==> config.mk <==
export PLATFORM = sky130hd
export DESIGN_NAME = vbc_axis_clip
export DESIGN_NICKNAME = d
export VERILOG_FILES = /design/src/rtl/vbc_pkg.sv /design/src/rtl/vbc_div_step.sv /design/src/rtl/vbc_axis_clip.sv
export SDC_FILE = /design/constraint.sdc
export NUM_CORES = 2
export LEC_CHECK = 0
export BUFFER_PORTS_ARGS = -buffer_cell sky130_fd_sc_hd__buf_2
export CORE_ASPECT_RATIO = 1.2
export CORE_MARGIN = 2
export CORE_UTILIZATION = 55
export DETAILED_ROUTE_END_ITERATION = 8
export GPL_TIMING_DRIVEN = 1
export PLACE_DENSITY = 0.71
export SETUP_SLACK_MARGIN = 0.3
export SYNTH_ARGS = -nofsm -noshare
export SYNTH_HDL_FRONTEND = slang
export SYNTH_SLANG_ARGS = --single-unit
==> constraint.sdc <==
create_clock -name clk -period 8.8 [get_ports clk]
set_input_delay 0 -clock clk [delete_from_list [all_inputs] [get_ports clk]]
set_output_delay 0 -clock clk [all_outputs]
set_load 0.1 [all_outputs]
==> src/rtl/vbc_pkg.sv <==
// shared types and register codes for the vector box clip block
package vbc_pkg;

  localparam int CFG_INDEX_W = 8;
  localparam int DATA_W      = 32;

  typedef enum logic [CFG_INDEX_W-1:0] {
    REG_X_LOW  = 8'd0,
    REG_X_HIGH = 8'd1,
    REG_Y_LOW  = 8'd2,
    REG_Y_HIGH = 8'd3
  } reg_index_t;

  // bounds of one axis
  typedef struct packed {
    logic signed [DATA_W-1:0] low;
    logic [DATA_W-2:0]        high;
  } lim_t;

  // payload carried along the divider stages of one axis
  typedef struct packed {
    logic              clip;
    logic              neg;
    logic              zero;
    logic              sat_one;
    logic [DATA_W-1:0] c_new;
    logic [DATA_W-1:0] o;
    logic [DATA_W-1:0] o_mag;
    logic [DATA_W-1:0] den;
    logic [DATA_W:0]   rem;
  } stage_t;

endpackage

==> src/rtl/vbc_div_step.sv <==
// one registered quotient bit of the restoring ratio divider
module vbc_div_step #(
  parameter int FRAC_BITS = 16
) (
  input  logic                clk,
  input  logic                rst,
  input  logic                en,
  input  logic                in_valid,
  input  vbc_pkg::stage_t     in_st,
  input  logic [FRAC_BITS:0]  in_q,
  output logic                out_valid,
  output vbc_pkg::stage_t     out_st,
  output logic [FRAC_BITS:0]  out_q
);

  logic [vbc_pkg::DATA_W:0] rem2;
  logic [vbc_pkg::DATA_W:0] den_ext;
  logic                     take;
  vbc_pkg::stage_t          st_next;

  always_comb begin
    rem2        = {in_st.rem[vbc_pkg::DATA_W-1:0], 1'b0};
    den_ext     = {1'b0, in_st.den};
    take        = (rem2 >= den_ext);
    st_next     = in_st;
    st_next.rem = take ? (rem2 - den_ext) : rem2;
  end

  always_ff @(posedge clk) begin
    if (rst) begin
      out_valid <= 1'b0;
    end else if (en) begin
      out_valid <= in_valid;
    end
  end

  always_ff @(posedge clk) begin
    if (en) begin
      out_st <= st_next;
      out_q  <= (in_q << 1) | {{FRAC_BITS{1'b0}}, take};
    end
  end

endmodule

==> src/rtl/vbc_axis_clip.sv <==
// clamps one component to its bounds and, when it clamps, scales the other by limit / component
module vbc_axis_clip #(
  parameter int FRAC_BITS = 16
) (
  input  logic                           clk,
  input  logic                           rst,
  input  logic                           en,
  input  vbc_pkg::lim_t                  lim,
  input  logic                           in_valid,
  input  logic [vbc_pkg::DATA_W-1:0]     in_c,
  input  logic [vbc_pkg::DATA_W-1:0]     in_o,
  output logic                           out_valid,
  output logic [vbc_pkg::DATA_W-1:0]     out_c,
  output logic [vbc_pkg::DATA_W-1:0]     out_o
);

  localparam int W  = vbc_pkg::DATA_W;
  localparam int PW = W + FRAC_BITS + 1;

  // stage 0: bound test and magnitudes
  logic            s0_valid;
  vbc_pkg::stage_t s0_st;
  vbc_pkg::stage_t s0_next;
  logic [W-1:0]    s0_lim_mag;

  always_comb begin
    logic           hi_hit;
    logic           lo_hit;
    logic [W-1:0]   hi_ext;
    logic [W-1:0]   lim_mag;
    hi_ext  = {1'b0, lim.high};
    hi_hit  = ($signed(in_c) > $signed(hi_ext));
    lo_hit  = !hi_hit && ($signed(in_c) < $signed(lim.low));
    if (hi_hit) begin
      lim_mag = hi_ext;
    end else begin
      lim_mag = lim.low[W-1] ? (~lim.low + 1'b1) : lim.low;
    end
    s0_next         = '0;
    s0_next.clip    = hi_hit | lo_hit;
    s0_next.neg     = (lo_hit & lim.low[W-1]) ^ in_c[W-1] ^ in_o[W-1];
    s0_next.c_new   = hi_hit ? hi_ext : (lo_hit ? lim.low : in_c);
    s0_next.o       = in_o;
    s0_next.o_mag   = in_o[W-1] ? (~in_o + 1'b1) : in_o;
    s0_next.den     = in_c[W-1] ? (~in_c + 1'b1) : in_c;
    s0_next.rem     = {1'b0, lim_mag};
  end

  always_ff @(posedge clk) begin
    if (rst) begin
      s0_valid <= 1'b0;
    end else if (en) begin
      s0_valid <= in_valid;
    end
  end

  always_ff @(posedge clk) begin
    if (en) begin
      s0_st      <= s0_next;
      s0_lim_mag <= s0_next.rem[W-1:0];
    end
  end

  // stage 1: zero divisor and ratio of one or more
  logic               dv0_valid;
  vbc_pkg::stage_t    dv0_st;
  vbc_pkg::stage_t    dv0_next;
  logic               dv_valid [0:FRAC_BITS];
  vbc_pkg::stage_t    dv_st    [0:FRAC_BITS];
  logic [FRAC_BITS:0] dv_q     [0:FRAC_BITS];

  always_comb begin
    dv0_next         = s0_st;
    dv0_next.zero    = (s0_st.den == '0);
    dv0_next.sat_one = (s0_lim_mag >= s0_st.den);
  end

  always_ff @(posedge clk) begin
    if (rst) begin
      dv0_valid <= 1'b0;
    end else if (en) begin
      dv0_valid <= s0_valid;
    end
  end

  always_ff @(posedge clk) begin
    if (en) begin
      dv0_st <= dv0_next;
    end
  end

  assign dv_valid[0] = dv0_valid;
  assign dv_st[0]    = dv0_st;
  assign dv_q[0]     = '0;

  // one quotient bit per stage
  for (genvar k = 0; k < FRAC_BITS; k++) begin : g_div
    vbc_div_step #(
      .FRAC_BITS (FRAC_BITS)
    ) u_step (
      .clk       (clk),
      .rst       (rst),
      .en        (en),
      .in_valid  (dv_valid[k]),
      .in_st     (dv_st[k]),
      .in_q      (dv_q[k]),
      .out_valid (dv_valid[k+1]),
      .out_st    (dv_st[k+1]),
      .out_q     (dv_q[k+1])
    );
  end

  // multiply stage
  logic               mu_valid;
  logic               mu_clip;
  logic               mu_neg;
  logic [W-1:0]       mu_c_new;
  logic [W-1:0]       mu_o;
  logic [PW-1:0]      mu_prod;
  logic [FRAC_BITS:0] ratio;

  always_comb begin
    if (dv_st[FRAC_BITS].zero) begin
      ratio = '0;
    end else if (dv_st[FRAC_BITS].sat_one) begin
      ratio = {1'b1, {FRAC_BITS{1'b0}}};
    end else begin
      ratio = dv_q[FRAC_BITS];
    end
  end

  always_ff @(posedge clk) begin
    if (rst) begin
      mu_valid <= 1'b0;
    end else if (en) begin
      mu_valid <= dv_valid[FRAC_BITS];
    end
  end

  always_ff @(posedge clk) begin
    if (en) begin
      mu_clip  <= dv_st[FRAC_BITS].clip;
      mu_neg   <= dv_st[FRAC_BITS].neg;
      mu_c_new <= dv_st[FRAC_BITS].c_new;
      mu_o     <= dv_st[FRAC_BITS].o;
      mu_prod  <= PW'(dv_st[FRAC_BITS].o_mag) * PW'(ratio);
    end
  end

  // truncate, apply sign, saturate
  logic [W:0]   mag_s;
  logic [W-1:0] scaled;

  always_comb begin
    mag_s = mu_prod[FRAC_BITS +: (W + 1)];
    if (mu_neg) begin
      if (mag_s >= {2'b01, {(W-1){1'b0}}}) begin
        scaled = {1'b1, {(W-1){1'b0}}};
      end else begin
        scaled = ~mag_s[W-1:0] + 1'b1;
      end
    end else begin
      if (mag_s > {2'b00, {(W-1){1'b1}}}) begin
        scaled = {1'b0, {(W-1){1'b1}}};
      end else begin
        scaled = mag_s[W-1:0];
      end
    end
  end

  always_ff @(posedge clk) begin
    if (rst) begin
      out_valid <= 1'b0;
    end else if (en) begin
      out_valid <= mu_valid;
    end
  end

  always_ff @(posedge clk) begin
    if (en) begin
      out_c <= mu_c_new;
      out_o <= mu_clip ? scaled : mu_o;
    end
  end

endmodule

---- After elaboration in Yosys (flattened, before gate mapping) ----
Cells that the tools add are included.
cells by class
  shift operators ......................... 0
  $lt $le $gt $ge ......................... 21
  equal/unequal tests ..................... 0
  bitwise gates (word level) .............. 24
  multiplexer cells ....................... 27
  divide/modulo/power cells ............... 0
  add/subtract/negate cells ............... 19
  reductions and logical operators ........ 4
  $mul .................................... 1
operators with widths
  cell                     count
  $mux W32                 20
  $ge A33 B32 Y1           16
  $sub A32 B32 Y32         15
  $mux W31                 5
  $add A32 B1 Y32 const B  4
  $not A32 Y32             4
  $mul A32 B17 Y49         1
  $mux W17                 2
  $ge A33 B32 Y1 const B   1
  $gt A33 B31 Y1 const B   1
  $ge A32 B32 Y1           1
  $gt A32 B32 Y1           1
  $logic_not A32 Y1        1
  $lt A32 B32 Y1           1
  $or A17 B1 Y17           1
  $or A16 B1 Y16           1
  $or A15 B1 Y15           1
  $or A14 B1 Y14           1
  $or A13 B1 Y13           1
  $or A12 B1 Y12           1
  $or A11 B1 Y11           1
  $or A9 B1 Y9             1
  $or A8 B1 Y8             1
  $or A7 B1 Y7             1
  12 further kinds         13
word-level totals
  input port bits ......................... 131
  output and inout bits ................... 65
  latch bits .............................. 0
  memories ................................ 0
  register bits ........................... 3229
  memory bits (read-only) ................. 0
  logic and storage cells ................. 316
  memory bits (writable) .................. 0

---- Depth between registers and ports, before layout ----
  depth in word-level cells ............... 6
  gate-level depth with buffers ........... 28

---- Cells and area by module ----
Synthesis repeated with hierarchy kept, for this count alone.
unflattened totals
  cells, all modules ...................... 11796
  area total of the unflattened synthesis .. 161044.5 µm²
modules (own cells, without submodules)
  module         area each (µm²)  cells an instance  times used
  vbc_div_step   7686.1           519                16
  vbc_axis_clip  38066.5          3492               1

---- Worst setup path before layout ----
No wires, ideal clock.
  path kind ............................... register to register
  start point ............................. register g_div[15].u_step.out_st[162] (netlist bit)
  end point ............................... register mu_prod[39] (data pin)
  stages on the path, launching flop included .. 27
  data required time ...................... 8534 ps
  library setup time ...................... 266 ps
  setup slack ............................. 1131 ps
  clock period less this slack ............ 7669 ps
  data arrival time ....................... 7403 ps
  cell sequence ........................... edfxtp_1 > nor2_1 > clkbuf_1 > clkbuf_1 > and2_1 > clkbuf_1 > nand2_1 > fa_1 > fa_1 > inv_1 > fa_1 > fa_1 > fa_1 > inv_1 > fa_1 > inv_1 > ha_1 > a21o_1 > a21oi_1 > or4b_2 > o211ai_1 > a21oi_1 > o31a_1 > a21oi_1 > o21a_1 > o21ai_0 > xor2_1
on the way
  word-level cells in the longest chain between the ends .. 2
ends and longest elaborated chain
  what                    RTL line              text
  start, declared         vbc_div_step.sv:12    output vbc_pkg::stage_t out_st,
  start signal, assigned  vbc_div_step.sv:39    out_st <= st_next;
  $mux W17                vbc_axis_clip.sv:123  if (dv_st[FRAC_BITS].zero) begin
  $mul A32 B17 Y49        vbc_axis_clip.sv:146  mu_prod <= PW'(dv_st[FRAC_BITS].o_mag) * PW'(ratio);
  end signal, assigned    vbc_axis_clip.sv:146
  end, declared           vbc_axis_clip.sv:119  logic [PW-1:0] mu_prod;
No other way between the ends.
A chain may end at the register's enable or synchronous reset.

---- Final worst setup path ----
  start point ............................. register g_div[15].u_step.out_st[162] (netlist bit)
  end point ............................... register mu_prod[48] (data pin)
Same word-level chain as after synthesis.

==> impl_metrics.ini <==
[outcome]
status = complete, no violations

[yosys]
yosys_warnings = 0
syn_nets = 12394
synth_edf_count = 3167
netlist_instances = 11070
synth_cell_types = 80
synth_flop_cell = edfxtp_1
synth_seq_cells = 3187
synth_area_um2 = 151000
syn_area_per_cell_um2 = 13.6
synthArstFlopShare = 0
ys_seq_area_frac = 0.632

[placement]
pre_cts_ws_ns = 0.734
dpl-instance-area_um2 = 157000
dp_hpwl_um = 246000
place_inst = 14715
gp_congestion = 0.944
numPortBuffers = 195

[clock_tree]
clk-insertion-delay-late_ns = 0.90
cts_tree = yes
clock-sinks = 3187
clk_pin_slew_ns = 0.07
cts.htree.levels = 5
cts_buffers = 315
root_buffer = clkbuf_16
ctsResizeCount = 0
cts_buffer_depth = 4

[floorplanning]
fp.dieH_um = 578
die-area_um2 = 279000
die_w_um = 482
rows = 210
start_util = 0.553
coreArea_um2 = 273000
pin_count = 196

[drt]
wl_per_cell_um = 22.0
viasPerCell = 5.61
wl_um = 343000
drc = 0
firstDrtPassIters = 8
via_count = 87331
ant_nets = 0
drt_iter0_drc = 6527

[critical_path]
crit_slowest_cell = o31ai_1
slowest_delay_ns = 0.62
cp-start-kind = flop
crit_top_cell = fa_1
critPathBufInv = 5
end_kind = flop
crit_type = reg -> reg
worst-path-max-fanout = 22
cp.required_ns = 9.41
cp_top_family = adder cells
worst_ep_arrival_time_ns = 8.69

[cells_and_area]
regArea_um2 = 95500
final_nets = 13003
final_core_util = 0.621
multiInputGateArea_um2 = 49600
area_growth_pct = 12.3
fin_cells = 15568
finalInstanceArea_um2 = 170000
drive_gt1_frac = 0.0887
nFillCells = 20381

[global_route]
grt.overflow.total = 0
grt_pass1_vias = 90642
grt_max_degree = 210
antenna_found_initial = 21
grt_pass1_wl_um = 524000
grtUsageTotal = 0.245

[sta]
fin_crit_sh = 0.919
fin_ws_ns = 0.717
rsz0062_at_grt = false
skew_ns = 0.0798
slew_headroom = 0.123
finalSetupViolCount = 0
finalMaxSlewViolations = 0
fmax_mhz = 124
tightestPinTransition_ns = 1.30
whs_ns = 0.0556
fin_setup_tns_ns = 0
min_period_ns = 8.08
hold_viol = 0

[power_and_ir_drop]
vdd_ir_drop_max_mv = 0.200
p_per_area_nw_per_um2 = 297
p_leak_nw = 67.4
finalPower_mw = 50.3

[run]
drv_cap = 0

[min_path]
holdCritPathClass = in -> reg
registers in the layout, indices dropped and copies added (netlist names):
name	cells
g_div.u_step.out_st	2544
dv0_st	163
dv0_next	161
g_div.u_step.out_q	136
mu_prod	33
mu_c_new	32
mu_o	32
out_c	32
out_o	32
g_div.u_step.out_valid	16
dv0_valid	1
mu_clip	1
mu_neg	1
mu_valid	1
out_valid	1
s0_valid	1
worst register-to-register path, cell delays in order (launching register included):
cell and delay [ns]:
edfxtp_1 0.43, nor2_4 0.58, and2_1 0.54, buf_4 0.24
nand2_1 0.07, fa_1 0.52, fa_1 0.45, fa_1 0.50
fa_1 0.50, inv_1 0.06, fa_1 0.53, inv_1 0.06
fa_1 0.53, inv_1 0.04, ha_1 0.31, nand4_1 0.13
nor2_1 0.16, a31oi_1 0.11, o21a_1 0.16, o31ai_1 0.62
a211o_1 0.31, buf_4 0.15, a21oi_1 0.09, a31oi_1 0.42
and4b_1 0.28, nor3_1 0.06
cell usage after synthesis (24+ instances only):
cell | number | area, um^2
o41ai_1 | 25 | 219
fa_1 | 462 | 9250
edfxtp_1 | 3167 | 95100
o21a_1 | 82 | 616
nor3_1 | 110 | 551
a31oi_1 | 63 | 394
mux2_2 | 212 | 2390
xor2_1 | 171 | 1500
nor2b_1 | 98 | 613
mux2i_1 | 71 | 711
inv_1 | 1299 | 4880
a21boi_0 | 27 | 203
or3_1 | 54 | 338
xnor2_1 | 345 | 3020
nand3_1 | 132 | 661
a21o_1 | 296 | 2220
nand2b_1 | 77 | 482
o31a_1 | 25 | 219
nor4_1 | 36 | 225
nor2_1 | 492 | 1850
nand4_1 | 94 | 588
and2_1 | 67 | 419
o21ai_0 | 447 | 2240
o21bai_1 | 52 | 390
a221oi_1 | 24 | 210
and3_1 | 218 | 1360
clkbuf_1 | 265 | 995
ha_1 | 731 | 9150
nand2_1 | 809 | 3040
a21oi_1 | 654 | 3270
a211oi_1 | 74 | 556
o31ai_1 | 61 | 458
o211ai_1 | 32 | 240
power breakdown:
| group | internal [mW] | total, mW | switching (mW) |
|---|---|---|---|
| clock network | 7.61 | 13.2 | 5.63 |
| logic | 6.57 | 16.1 | 9.49 |
| registers | 19.7 | 21.0 | 1.31 |
| total | 33.9 | 50.3 | 16.4 |
final timing paths:
| check | depth (start not counted) | slack, ns | end | startpoint |
|---|---|---|---|---|
| worst max-delay path | 25 | 0.72 | mu_prod[48] | g_div[15].u_step.out_st[162] |
| worst min-delay path | 3 | 0.06 | g_div[4].u_step.out_valid | rst |
| worst max register to register | 25 | 0.72 | mu_prod[48] | g_div[15].u_step.out_st[162] |
| worst min register to register | 0 | 0.39 | g_div[5].u_step.out_st[92] | g_div[4].u_step.out_st[92] |
layer usage:
metal / part of all wire / vias to the layer above / GRT usage / routed length (um)
met5: 0.000038 / - / 0 / 13
met4: 0.056 / 2 / 0.125 / 19200
met3: 0.038 / 762 / 0.0299 / 13100
met2: 0.53 / 2216 / 0.445 / 180000
met1: 0.38 / 43195 / 0.285 / 130000
li1: - / 41156 / - / -
layout make-up:
cell class	count	share of cell area
Sequential cell	3187	0.563
Multi-Input combinational cell	6289	0.293
Clock buffer	390	0.0490
Inverter	1299	0.0288
Timing Repair Buffer	587	0.0279
Tap cell	3604	0.0266
Clock inverter	174	0.0109
Antenna cell	38	0.000561
cell usage in the layout, fill, tap and decap left out, types with 171 or more instances in the layout:
cell / count
edfxtp_1: 3167
inv_1: 1299
nand2_1: 809
ha_1: 731
a21oi_1: 653
nor2_1: 490
fa_1: 462
o21ai_0: 445
xnor2_1: 345
clkbuf_16: 320
a21o_1: 296
dlygate4sd3_1: 251
and3_1: 218
mux2_2: 212
buf_2: 194
xor2_1: 171
cell families after synthesis:
group	share of synthesized area
and+or+nand+nor	0.0721
buffers and inverters	0.0398
muxes	0.0205
adders and majority gates	0.122
DFF	0.632
xor gates and xnor gates	0.0299
AOI/OAI and AO/OA	0.0834
what timing repair did:
action,in CTS,in global routing
setup buffers,0,0
endpoints found under the hold margin,321,0
hold buffers,251,0
No activity file was read; power rests on OpenSTA's default activity.
